--- src/wtw_pkg.sv ---
package wtw_pkg;

	// Fixed-point widths that follow from the field ranges alone.
	localparam int CORDIC_W  = 28;   // signed Q16 CORDIC vector, |v| < 2^26
	localparam int MAG_W     = 26;   // segment length in Q16
	localparam int HALF_W    = 13;   // half of the length multiplier operand
	localparam int GAIN_W    = 30;   // width of the inverse gain constant
	localparam int PROD_W    = HALF_W + GAIN_W;
	localparam int ACC_W     = MAG_W + GAIN_W + 1;
	localparam int DIST_W    = MAG_W + 12;
	localparam int SUM_W     = 40;   // wheel targets before truncation, Q24
	localparam int HQ30_W    = 34;   // heading in Q30, -pi/2 .. 3pi/2
	localparam int ATAN_W    = 31;
	localparam int TABLE_LEN = 24;
	localparam int TABLE_IW  = 5;
	localparam int TICKS_W   = 14;
	localparam int CFG_W     = 16;

	localparam logic [GAIN_W-1:0]        INV_GAIN_Q30 = 30'd652032874;
	localparam logic signed [HQ30_W-1:0] PI_Q30       = 34'sd3373259426;
	localparam logic signed [HQ30_W-1:0] HALF_PI_Q30  = 34'sd1686629713;
	localparam logic signed [SUM_W-1:0]  TICK_LIMIT   = 40'sd8191;

	localparam logic [11:0] DIST_SCALE_RESET = 12'd1434;
	localparam logic [15:0] TURN_SCALE_RESET = 16'd21504;

	typedef enum logic [0:0] {
		CFG_DIST_SCALE,
		CFG_TURN_SCALE
	} wtw_cfg_idx_t;

	typedef enum logic [2:0] {
		ST_IDLE,
		ST_CORDIC,
		ST_MUL_LO,
		ST_MUL_HI,
		ST_MAG,
		ST_SCALE,
		ST_SUM,
		ST_FINISH
	} wtw_state_t;

	typedef struct packed {
		logic load;
		logic cordic_step;
		logic mul_lo;
		logic mul_hi;
		logic mag;
		logic scale;
		logic sum;
		logic finish;
	} wtw_cmd_t;

	typedef struct packed {
		logic start_pt;
		logic cordic_last;
		logic out_free;
	} wtw_sts_t;

	// atan(2^-i) in Q30.
	function automatic logic [ATAN_W-1:0] atan_q30(input logic [TABLE_IW-1:0] idx);
		logic [ATAN_W-1:0] v;
		unique case (idx)
			5'd0:  v = 31'd843314856;
			5'd1:  v = 31'd497837829;
			5'd2:  v = 31'd263043836;
			5'd3:  v = 31'd133525158;
			5'd4:  v = 31'd67021686;
			5'd5:  v = 31'd33543515;
			5'd6:  v = 31'd16775850;
			5'd7:  v = 31'd8388437;
			5'd8:  v = 31'd4194282;
			5'd9:  v = 31'd2097149;
			5'd10: v = 31'd1048576;
			5'd11: v = 31'd524288;
			5'd12: v = 31'd262144;
			5'd13: v = 31'd131072;
			5'd14: v = 31'd65536;
			5'd15: v = 31'd32768;
			5'd16: v = 31'd16384;
			5'd17: v = 31'd8192;
			5'd18: v = 31'd4096;
			5'd19: v = 31'd2048;
			5'd20: v = 31'd1024;
			5'd21: v = 31'd512;
			5'd22: v = 31'd256;
			5'd23: v = 31'd128;
			default: v = '0;
		endcase
		return v;
	endfunction

endpackage

--- src/wtw_in_if.sv ---
interface wtw_in_if;
	logic       valid;
	logic       ready;
	logic [7:0] pos_x;
	logic [7:0] pos_y;
	logic       path_start;

	modport source (output valid, output pos_x, output pos_y, output path_start,
		input ready);
	modport sink (input valid, input pos_x, input pos_y, input path_start,
		output ready);
endinterface

--- src/wtw_out_if.sv ---
interface wtw_out_if;
	logic               valid;
	logic               ready;
	logic signed [13:0] left_ticks;
	logic signed [13:0] right_ticks;
	logic               clipped;

	modport source (output valid, output left_ticks, output right_ticks, output clipped,
		input ready);
	modport sink (input valid, input left_ticks, input right_ticks, input clipped,
		output ready);
endinterface

--- src/waypoint_to_wheel_ticks_core.sv ---
// Waypoint to wheel ticks.
// Screen waypoints enter on the waypoint channel, one word per point, and each
// segment from the previous point yields one word of left and right wheel tick
// targets on the ticks channel. A word with path_start set, or the first word
// after reset, only records the point and clears the heading; it yields nothing.
// A path-start word is taken and the block stays idle. A segment word passes
// in order through a load step, the CORDIC_STEPS steps (14 by default) of the
// shared vectoring CORDIC, the two halves of the length multiply, a step that
// combines them, and scaling, summing and rounding; only then can the next
// word be accepted, in the same cycle that its result word becomes valid. The
// result sits in an output register, so the next waypoint is taken while a
// result waits; if the receiver stalls, the following segment finishes and
// then holds until the register is free. dist_scale and turn_scale are
// written through cfg_wr_en, cfg_index and cfg_data; the user must do so only
// while the block is idle, which the block itself does not enforce. Reset
// clears the stored point and heading, restores the scale registers and
// empties the output register.
module waypoint_to_wheel_ticks_core #(
	parameter int CORDIC_STEPS    = 14,
	parameter int ANGLE_FRAC_BITS = 12
) (
	input  logic                      clk,
	input  logic                      arst_n,
	wtw_in_if.sink                    waypoint,
	wtw_out_if.source                 ticks,
	input  logic                      cfg_wr_en,
	input  logic [0:0]                cfg_index,
	input  logic [wtw_pkg::CFG_W-1:0] cfg_data
);

	wtw_pkg::wtw_cmd_t cmd;
	wtw_pkg::wtw_sts_t sts;

	wtw_ctrl u_ctrl (
		.clk      (clk),
		.arst_n   (arst_n),
		.in_valid (waypoint.valid),
		.in_ready (waypoint.ready),
		.sts      (sts),
		.cmd      (cmd)
	);

	wtw_datapath #(
		.CORDIC_STEPS    (CORDIC_STEPS),
		.ANGLE_FRAC_BITS (ANGLE_FRAC_BITS)
	) u_datapath (
		.clk         (clk),
		.arst_n      (arst_n),
		.pos_x       (waypoint.pos_x),
		.pos_y       (waypoint.pos_y),
		.path_start  (waypoint.path_start),
		.out_ready   (ticks.ready),
		.out_valid   (ticks.valid),
		.left_ticks  (ticks.left_ticks),
		.right_ticks (ticks.right_ticks),
		.clipped     (ticks.clipped),
		.cfg_wr_en   (cfg_wr_en),
		.cfg_index   (cfg_index),
		.cfg_data    (cfg_data),
		.cmd         (cmd),
		.sts         (sts)
	);

endmodule

--- src/wtw_ctrl.sv ---
module wtw_ctrl (
	input  logic              clk,
	input  logic              arst_n,
	input  logic              in_valid,
	output logic              in_ready,
	input  wtw_pkg::wtw_sts_t sts,
	output wtw_pkg::wtw_cmd_t cmd
);

	wtw_pkg::wtw_state_t state_q, state_d;

	always_ff @(posedge clk or negedge arst_n) begin
		if (!arst_n) begin
			state_q <= wtw_pkg::ST_IDLE;
		end else begin
			state_q <= state_d;
		end
	end

	always_comb begin
		state_d  = state_q;
		cmd      = '0;
		in_ready = 1'b0;
		unique case (state_q)
			wtw_pkg::ST_IDLE: begin
				in_ready = 1'b1;
				if (in_valid) begin
					cmd.load = 1'b1;
					// A path start only records the point and yields no word.
					if (!sts.start_pt) begin
						state_d = wtw_pkg::ST_CORDIC;
					end
				end
			end
			wtw_pkg::ST_CORDIC: begin
				cmd.cordic_step = 1'b1;
				if (sts.cordic_last) begin
					state_d = wtw_pkg::ST_MUL_LO;
				end
			end
			wtw_pkg::ST_MUL_LO: begin
				cmd.mul_lo = 1'b1;
				state_d    = wtw_pkg::ST_MUL_HI;
			end
			wtw_pkg::ST_MUL_HI: begin
				cmd.mul_hi = 1'b1;
				state_d    = wtw_pkg::ST_MAG;
			end
			wtw_pkg::ST_MAG: begin
				cmd.mag = 1'b1;
				state_d = wtw_pkg::ST_SCALE;
			end
			wtw_pkg::ST_SCALE: begin
				cmd.scale = 1'b1;
				state_d   = wtw_pkg::ST_SUM;
			end
			wtw_pkg::ST_SUM: begin
				cmd.sum = 1'b1;
				state_d = wtw_pkg::ST_FINISH;
			end
			wtw_pkg::ST_FINISH: begin
				// Wait here until the output register can take the word.
				if (sts.out_free) begin
					cmd.finish = 1'b1;
					state_d    = wtw_pkg::ST_IDLE;
				end
			end
			default: begin
				state_d = wtw_pkg::ST_IDLE;
			end
		endcase
	end

endmodule

--- src/wtw_datapath.sv ---
module wtw_datapath #(
	parameter int CORDIC_STEPS    = 14,
	parameter int ANGLE_FRAC_BITS = 12
) (
	input  logic                               clk,
	input  logic                               arst_n,
	input  logic [7:0]                         pos_x,
	input  logic [7:0]                         pos_y,
	input  logic                               path_start,
	input  logic                               out_ready,
	output logic                               out_valid,
	output logic signed [wtw_pkg::TICKS_W-1:0] left_ticks,
	output logic signed [wtw_pkg::TICKS_W-1:0] right_ticks,
	output logic                               clipped,
	input  logic                               cfg_wr_en,
	input  logic [0:0]                         cfg_index,
	input  logic [wtw_pkg::CFG_W-1:0]          cfg_data,
	input  wtw_pkg::wtw_cmd_t                  cmd,
	output wtw_pkg::wtw_sts_t                  sts
);

	localparam int CNT_W = $clog2(CORDIC_STEPS);
	localparam int HW    = ANGLE_FRAC_BITS + 4;   // heading, -pi/2 .. 3pi/2
	localparam int DW    = HW + 1;                // heading change
	localparam int FW    = DW + 17;               // turn product
	localparam int CW    = wtw_pkg::CORDIC_W;
	localparam int SW    = wtw_pkg::SUM_W;

	// Configuration.
	logic [11:0] dist_scale_q;
	logic [15:0] turn_scale_q;

	always_ff @(posedge clk or negedge arst_n) begin
		if (!arst_n) begin
			dist_scale_q <= wtw_pkg::DIST_SCALE_RESET;
			turn_scale_q <= wtw_pkg::TURN_SCALE_RESET;
		end else if (cfg_wr_en) begin
			unique case (wtw_pkg::wtw_cfg_idx_t'(cfg_index))
				wtw_pkg::CFG_DIST_SCALE: dist_scale_q <= cfg_data[11:0];
				wtw_pkg::CFG_TURN_SCALE: turn_scale_q <= cfg_data;
				default: ;
			endcase
		end
	end

	// Segment state kept between words.
	logic [7:0]           prev_x_q, prev_y_q;
	logic                 have_prev_q;
	logic signed [HW-1:0] last_heading_q;
	logic signed [HW-1:0] heading_q;

	logic signed [8:0] dx, dy;
	logic [7:0]        abs_dy;

	assign dx           = $signed({1'b0, pos_x}) - $signed({1'b0, prev_x_q});
	assign dy           = $signed({1'b0, pos_y}) - $signed({1'b0, prev_y_q});
	assign abs_dy       = dy[8] ? 8'(-dy) : dy[7:0];
	assign sts.start_pt = path_start || !have_prev_q;

	always_ff @(posedge clk or negedge arst_n) begin
		if (!arst_n) begin
			prev_x_q       <= '0;
			prev_y_q       <= '0;
			have_prev_q    <= 1'b0;
			last_heading_q <= '0;
		end else begin
			if (cmd.load) begin
				prev_x_q    <= pos_x;
				prev_y_q    <= pos_y;
				have_prev_q <= 1'b1;
				if (sts.start_pt) begin
					last_heading_q <= '0;
				end
			end
			if (cmd.finish) begin
				last_heading_q <= heading_q;
			end
		end
	end

	// Vectoring CORDIC, one step a cycle.
	logic signed [CW-1:0]  cx_q, cy_q, sx, sy;
	logic signed [31:0]    ang_q;
	logic [CNT_W-1:0]      cnt_q;
	logic [wtw_pkg::TABLE_IW-1:0] tab_idx;
	logic signed [31:0]    atan_v;
	logic dy_neg_q, dy_zero_q, dx_neg_q, dx_zero_q;

	assign tab_idx         = wtw_pkg::TABLE_IW'(cnt_q);
	assign atan_v          = $signed({1'b0, wtw_pkg::atan_q30(tab_idx)});
	assign sx              = cx_q >>> cnt_q;
	assign sy              = cy_q >>> cnt_q;
	assign sts.cordic_last = (cnt_q == CNT_W'(CORDIC_STEPS - 1));

	always_ff @(posedge clk) begin
		if (cmd.load) begin
			cx_q      <= $signed({4'b0, abs_dy, 16'b0});
			cy_q      <= $signed({{3{dx[8]}}, dx, 16'b0});
			ang_q     <= '0;
			cnt_q     <= '0;
			dy_neg_q  <= dy[8];
			dy_zero_q <= (dy == 9'sd0);
			dx_neg_q  <= dx[8];
			dx_zero_q <= (dx == 9'sd0);
		end else if (cmd.cordic_step) begin
			if (cy_q > 0) begin
				cx_q  <= cx_q + sy;
				cy_q  <= cy_q - sx;
				ang_q <= ang_q + atan_v;
			end else begin
				cx_q  <= cx_q - sy;
				cy_q  <= cy_q + sx;
				ang_q <= ang_q - atan_v;
			end
			cnt_q <= cnt_q + 1'b1;
		end
	end

	// Heading from the quadrant, rounded to nearest with ties upward.
	logic signed [wtw_pkg::HQ30_W-1:0] hd_q30, hd_rnd, hd_sh;

	always_comb begin
		priority if (!dy_neg_q && !dy_zero_q) begin
			hd_q30 = wtw_pkg::HQ30_W'(ang_q);
		end else if (dy_neg_q) begin
			hd_q30 = wtw_pkg::PI_Q30 - wtw_pkg::HQ30_W'(ang_q);
		end else if (dx_zero_q) begin
			hd_q30 = '0;
		end else if (dx_neg_q) begin
			hd_q30 = -wtw_pkg::HALF_PI_Q30;
		end else begin
			hd_q30 = wtw_pkg::HALF_PI_Q30;
		end
	end

	assign hd_rnd = hd_q30 + (wtw_pkg::HQ30_W'(1) <<< (29 - ANGLE_FRAC_BITS));
	assign hd_sh  = hd_rnd >>> (30 - ANGLE_FRAC_BITS);

	// Length: the CORDIC x times 1/K, in two half-width products.
	logic [wtw_pkg::MAG_W-1:0]  cx_u;
	logic [wtw_pkg::HALF_W-1:0] mul_a;
	logic [wtw_pkg::PROD_W-1:0] prod_q, acc_q;
	logic [wtw_pkg::ACC_W-1:0]  mag_full;
	logic [wtw_pkg::MAG_W-1:0]  mag_q;
	logic signed [DW-1:0]       delta_q;

	assign cx_u     = cx_q[wtw_pkg::MAG_W-1:0];
	assign mul_a    = cmd.mul_hi ? cx_u[wtw_pkg::MAG_W-1:wtw_pkg::HALF_W]
	                             : cx_u[wtw_pkg::HALF_W-1:0];
	assign mag_full = wtw_pkg::ACC_W'(acc_q)
	                + wtw_pkg::ACC_W'({prod_q, {wtw_pkg::HALF_W{1'b0}}});

	always_ff @(posedge clk) begin
		if (cmd.mul_lo || cmd.mul_hi) begin
			prod_q <= wtw_pkg::PROD_W'(mul_a) * wtw_pkg::PROD_W'(wtw_pkg::INV_GAIN_Q30);
		end
		if (cmd.mul_lo) begin
			heading_q <= hd_sh[HW-1:0];
		end
		if (cmd.mul_hi) begin
			acc_q   <= prod_q;
			delta_q <= DW'(heading_q) - DW'(last_heading_q);
		end
		if (cmd.mag) begin
			mag_q <= mag_full[wtw_pkg::MAG_W+29:30];
		end
	end

	// Scaling and the two wheel sums, in Q24.
	logic [wtw_pkg::DIST_W-1:0] dist_q;
	logic signed [FW-1:0]       diff_q;
	logic signed [SW-1:0]       diff24, dist_e, left_sum_q, right_sum_q;

	assign diff24 = SW'(diff_q) <<< (16 - ANGLE_FRAC_BITS);
	assign dist_e = $signed(SW'(dist_q));

	always_ff @(posedge clk) begin
		if (cmd.scale) begin
			dist_q <= wtw_pkg::DIST_W'(mag_q) * wtw_pkg::DIST_W'(dist_scale_q);
			diff_q <= FW'($signed({1'b0, turn_scale_q})) * FW'(delta_q);
		end
		if (cmd.sum) begin
			left_sum_q  <= dist_e - diff24;
			right_sum_q <= dist_e + diff24;
		end
	end

	// Truncate toward zero to whole ticks, then saturate.
	function automatic logic [wtw_pkg::TICKS_W:0] to_ticks(input logic signed [SW-1:0] v);
		logic signed [SW-1:0] q;
		logic signed [wtw_pkg::TICKS_W-1:0] t;
		logic c;
		q = v[SW-1] ? ((v + $signed(SW'(24'hFFFFFF))) >>> 24) : (v >>> 24);
		c = 1'b0;
		priority if (q > wtw_pkg::TICK_LIMIT) begin
			t = wtw_pkg::TICKS_W'(wtw_pkg::TICK_LIMIT);
			c = 1'b1;
		end else if (q < -wtw_pkg::TICK_LIMIT) begin
			t = wtw_pkg::TICKS_W'(-wtw_pkg::TICK_LIMIT);
			c = 1'b1;
		end else begin
			t = q[wtw_pkg::TICKS_W-1:0];
		end
		return {c, t};
	endfunction

	logic [wtw_pkg::TICKS_W:0] left_r, right_r;

	assign left_r       = to_ticks(left_sum_q);
	assign right_r      = to_ticks(right_sum_q);
	assign sts.out_free = !out_valid || out_ready;

	// Output register: the next word may be accepted while this one waits.
	always_ff @(posedge clk or negedge arst_n) begin
		if (!arst_n) begin
			out_valid <= 1'b0;
		end else if (cmd.finish) begin
			out_valid <= 1'b1;
		end else if (out_ready) begin
			out_valid <= 1'b0;
		end
	end

	always_ff @(posedge clk) begin
		if (cmd.finish) begin
			left_ticks  <= $signed(left_r[wtw_pkg::TICKS_W-1:0]);
			right_ticks <= $signed(right_r[wtw_pkg::TICKS_W-1:0]);
			clipped     <= left_r[wtw_pkg::TICKS_W] || right_r[wtw_pkg::TICKS_W];
		end
	end

endmodule
--- src/flat_wrapper.sv ---
// flat-port wrapper written by rule: the top's interface ports become plain ports
module waypoint_to_wheel_ticks_core_flat 
#(
	parameter int CORDIC_STEPS    = 14,
	parameter int ANGLE_FRAC_BITS = 12
)
  (clk, arst_n, cfg_wr_en, cfg_index, cfg_data, waypoint_valid, waypoint_pos_x, waypoint_pos_y, waypoint_path_start, waypoint_ready, ticks_valid, ticks_left_ticks, ticks_right_ticks, ticks_clipped, ticks_ready);
  wtw_in_if waypoint_i ();
  wtw_out_if ticks_i ();
  input  logic clk;
  input  logic arst_n;
  input  logic cfg_wr_en;
  input  logic [0:0] cfg_index;
  input  logic [wtw_pkg::CFG_W-1:0] cfg_data;
  input wire logic [$bits(waypoint_i.valid)-1:0] waypoint_valid;
  input wire logic [$bits(waypoint_i.pos_x)-1:0] waypoint_pos_x;
  input wire logic [$bits(waypoint_i.pos_y)-1:0] waypoint_pos_y;
  input wire logic [$bits(waypoint_i.path_start)-1:0] waypoint_path_start;
  output wire logic [$bits(waypoint_i.ready)-1:0] waypoint_ready;
  output wire logic [$bits(ticks_i.valid)-1:0] ticks_valid;
  output wire logic [$bits(ticks_i.left_ticks)-1:0] ticks_left_ticks;
  output wire logic [$bits(ticks_i.right_ticks)-1:0] ticks_right_ticks;
  output wire logic [$bits(ticks_i.clipped)-1:0] ticks_clipped;
  input wire logic [$bits(ticks_i.ready)-1:0] ticks_ready;
  assign waypoint_i.valid = waypoint_valid;
  assign waypoint_i.pos_x = waypoint_pos_x;
  assign waypoint_i.pos_y = waypoint_pos_y;
  assign waypoint_i.path_start = waypoint_path_start;
  assign waypoint_ready = waypoint_i.ready;
  assign ticks_valid = ticks_i.valid;
  assign ticks_left_ticks = ticks_i.left_ticks;
  assign ticks_right_ticks = ticks_i.right_ticks;
  assign ticks_clipped = ticks_i.clipped;
  assign ticks_i.ready = ticks_ready;
  waypoint_to_wheel_ticks_core #(.CORDIC_STEPS(CORDIC_STEPS), .ANGLE_FRAC_BITS(ANGLE_FRAC_BITS)) u_core (.clk(clk), .arst_n(arst_n), .waypoint(waypoint_i), .ticks(ticks_i), .cfg_wr_en(cfg_wr_en), .cfg_index(cfg_index), .cfg_data(cfg_data));
endmodule
--- config.mk ---
export PLATFORM = sky130hd
export DESIGN_NAME = waypoint_to_wheel_ticks_core_flat
export DESIGN_NICKNAME = d
export VERILOG_FILES = /design/src/wtw_pkg.sv /design/src/wtw_in_if.sv /design/src/wtw_out_if.sv /design/src/waypoint_to_wheel_ticks_core.sv /design/src/wtw_ctrl.sv /design/src/wtw_datapath.sv /design/src/flat_wrapper.sv
export SDC_FILE = /design/constraint.sdc
export NUM_CORES = 2
export LEC_CHECK = 0
export BUFFER_PORTS_ARGS = -buffer_cell sky130_fd_sc_hd__clkbuf_2
export CAP_MARGIN = 25
export CORE_MARGIN = 2
export CORE_UTILIZATION = 50
export DETAILED_ROUTE_END_ITERATION = 6
export GPL_TIMING_DRIVEN = 0
export PLACE_DENSITY = 0.65
export SLEW_MARGIN = 0
export SYNTH_ARGS = -nofsm -noshare
export SYNTH_HDL_FRONTEND = slang
export SYNTH_SLANG_ARGS = --single-unit
--- constraint.sdc ---
create_clock -name clk -period 12.2 [get_ports clk]
set_clock_uncertainty 0.05 [all_clocks]
set_input_delay 0 -clock clk [delete_from_list [all_inputs] [get_ports clk]]
set_output_delay 0 -clock clk [all_outputs]
set_load 0.01 [all_outputs]
==> results.tsv <==
metric	value	unit
ys_seq_area_frac	0.236	
postSynthCellCount	6107	
grt_max_degree	58	
fillerInstances	10300	
wirelength	154000	µm
grt_pass1_vias	44100	
layout_min_cycle_time	8.72	ns
run_status	completed	
ys_dominant_reg_cell	edfxtp_1	
synth-edff-count	330	
max_clock_freq	115	MHz
yosysWarningCount	0	
die_w	343	µm
setup_ws	3.48	ns
rows	124	
worst-path-stages	25	
routed_via_density	5.61	
max_cap_violations	0	
syn_avg_cell_area	9.40	µm²
die-area	118000	µm²
crit_required	12.59	ns
worstMarginPinSlew	1.15	ns
coreArea	114000	µm²
startpoint_type	flop	
port_buffers	69	
cts-root-buf	clkbuf_16	
fin_nets	7479	
rrSetupSlack	3.48	ns
crit_slowest_cell	fa_1	
hold_ws	0.0684	ns
drtPass1Iterations	6	
ant_nets	0	
cts_resized	0	
ys_types	94	
dpl_worst_slack	3.51	ns
initial_core_util	0.503	
grt-ovfl-total	0	
cp.arrival	9.11	ns
reg2regPathDepth	25	
insertion_delay	0.72	ns
yosys_register_bits	496	
cts_buffers	58	
synth_fp_nets	7282	
clk_pin_slew	0.06	ns
grt_pass1_wl	244000	µm
drive_above_1_share	0.0572	
io_pins	70	
cts_num_sinks	496	
cts_tree	done	
globalplace.congestion	0.967	
timing.final.hold_violations	0	
drc	0	
path_buf_inv	7	
grt_antenna_before_repair	8	
slew_viol_final	0	
crit_end	u_core.u_datapath.prod_q[34]	
r2r_start	u_core.u_ctrl.state_q[1]	
routedWlPerCell	19.5	µm
final_cell_mix	928 x inv_1, 641 x nand2_1, 592 x fa_1	
syn_to_final_growth	8.69	%
netlist_area	57400	µm²
max_slew_margin	0.231	
setup_viol	0	
hold_class	in2reg	
groute.usage.overall	0.264	
fin_crit_sh	0.715	
die_h	343	µm
htreeDepth	2	
crit_family	compound AO/OA/AOI/OAI gates	
worstSetupEndpointType	flop	
synthArstFlopShare	0.131	
cts_buffer_depth	3	
layout_commonest_cell	inv_1	
route.vias.total	44100	
worst_r2r_endpoint	u_core.u_datapath.prod_q[34]	
rsz0062_at_grt	no	
critPathKind	reg2reg	
dpl.hpwl	126000	µm
crit_fanout	20	
critPathMaxStageDelay	0.59	ns
first_iter_violations	3053	
critPathLaunch	u_core.u_ctrl.state_q[1]	
==> stage by stage <==
step	TNS, ns	instance area (µm²)	utilization	cells
3_3_place_gp	-4.17	59600	0.523	7688
3_5_place_dp	0	59900	0.525	7700
6_report	0	62400	0.547	7865
5_1_grt	0	62400	0.547	7861
4_1_cts	0	62300	0.546	7858
2_1_floorplan	0	57400	-	6107
==> layer usage <==
metal,part of all wire,up-vias,track usage
li1,-,20900,-
met1,0.43,21700,0.353
met2,0.48,1296,0.448
met3,0.064,265,0.0357
met4,0.029,8,0.0771
met5,0.00031,-,0
==> sequential cells by signal (all words and copies together), names as in the netlist, 12 cells and up <==
name / flops
u_core.u_datapath.acc_q: 29
u_core.u_datapath.mag_q: 26
u_core.u_datapath.ang_q: 32
u_core.u_datapath.left_ticks: 14
u_core.u_datapath.right_ticks: 14
u_core.u_datapath.dist_scale_q: 12
u_core.u_datapath.left_sum_q: 40
u_core.u_datapath.right_sum_q: 35
u_core.u_datapath.cx_q: 28
u_core.u_datapath.cy_q: 28
u_core.u_datapath.diff_q: 34
u_core.u_datapath.heading_q: 16
u_core.u_datapath.dist_q: 38
u_core.u_datapath.last_heading_q: 16
u_core.u_datapath.turn_scale_q: 16
u_core.u_datapath.prod_q: 42
u_core.u_datapath.delta_q: 17
u_core.u_datapath.atan_v: 29
==> worst register-to-register path, delay by kind of cell (launching register included) <==
family / cells / cell delay [ns]
xor gates and xnor gates: 1 / 0.08
buffers and inverters: 7 / 1.78
and+or+nand+nor: 3 / 0.99
DFF: 1 / 0.32
adders and majority gates: 5 / 2.36
AOI/OAI and AO/OA: 9 / 2.87
==> Yosys cell counts (127+ instances only) <==
master / number / share of area
a21oi_1: 323 / 0.028
and2_1: 261 / 0.028
clkbuf_1: 191 / 0.012
edfxtp_1: 330 / 0.17
fa_1: 592 / 0.21
ha_1: 544 / 0.12
inv_1: 929 / 0.061
nand2_1: 641 / 0.042
nor2_1: 297 / 0.019
o21ai_0: 248 / 0.022
xnor2_1: 245 / 0.037
xor2_1: 127 / 0.019
==> layout make-up <==
| class | instances | area, µm² | area share |
|---|---|---|---|
| diodes | 4 | 10.0 | 0.000160 |
| plain buffers | 221 | 868 | 0.0139 |
| clock buffers | 77 | 1600 | 0.0257 |
| clock inverters | 28 | 305 | 0.00489 |
| inverters | 936 | 3510 | 0.0563 |
| multi-input cells | 4454 | 39500 | 0.633 |
| flip-flops and latches | 496 | 13600 | 0.218 |
| well taps | 1512 | 1890 | 0.0303 |
| repair buffers | 137 | 1150 | 0.0184 |
==> worst min path at each step <==
stage,from,to,cells past startpoint,slack [ns]
CTS,waypoint_path_start,u_core.u_datapath.last_heading_q[15],4,0.03
floorplan,arst_n,u_core.u_ctrl.state_q[0],0,-0.35
global placement,waypoint_pos_y[3],u_core.u_datapath.prev_y_q[3],3,0.18
detailed placement,arst_n,u_core.u_datapath.last_heading_q[14],1,-0.17
global route,waypoint_path_start,u_core.u_datapath.last_heading_q[1],4,0.09
finish,waypoint_path_start,u_core.u_datapath.last_heading_q[1],4,0.07
==> cell families after synthesis <==
logic type      after synthesis  share of synthesized area
simple gates               1693                      0.143
buf+inv                    1157                     0.0763
fa+ha+maj                  1136                      0.325
compound gates             1089                      0.120
flops                       496                      0.236
xor+xnor                    372                     0.0568
mux                         164                     0.0426
==> repair_timing <==
action                                 in CTS  in global routing
hold buffers                               53                  0
buffers inserted                            0                  0
endpoints found under the hold margin     126                  0
Power is left out: the tool's default activity adds up to more than one toggle a clock period on the data nets, which glitch-free logic cannot reach.
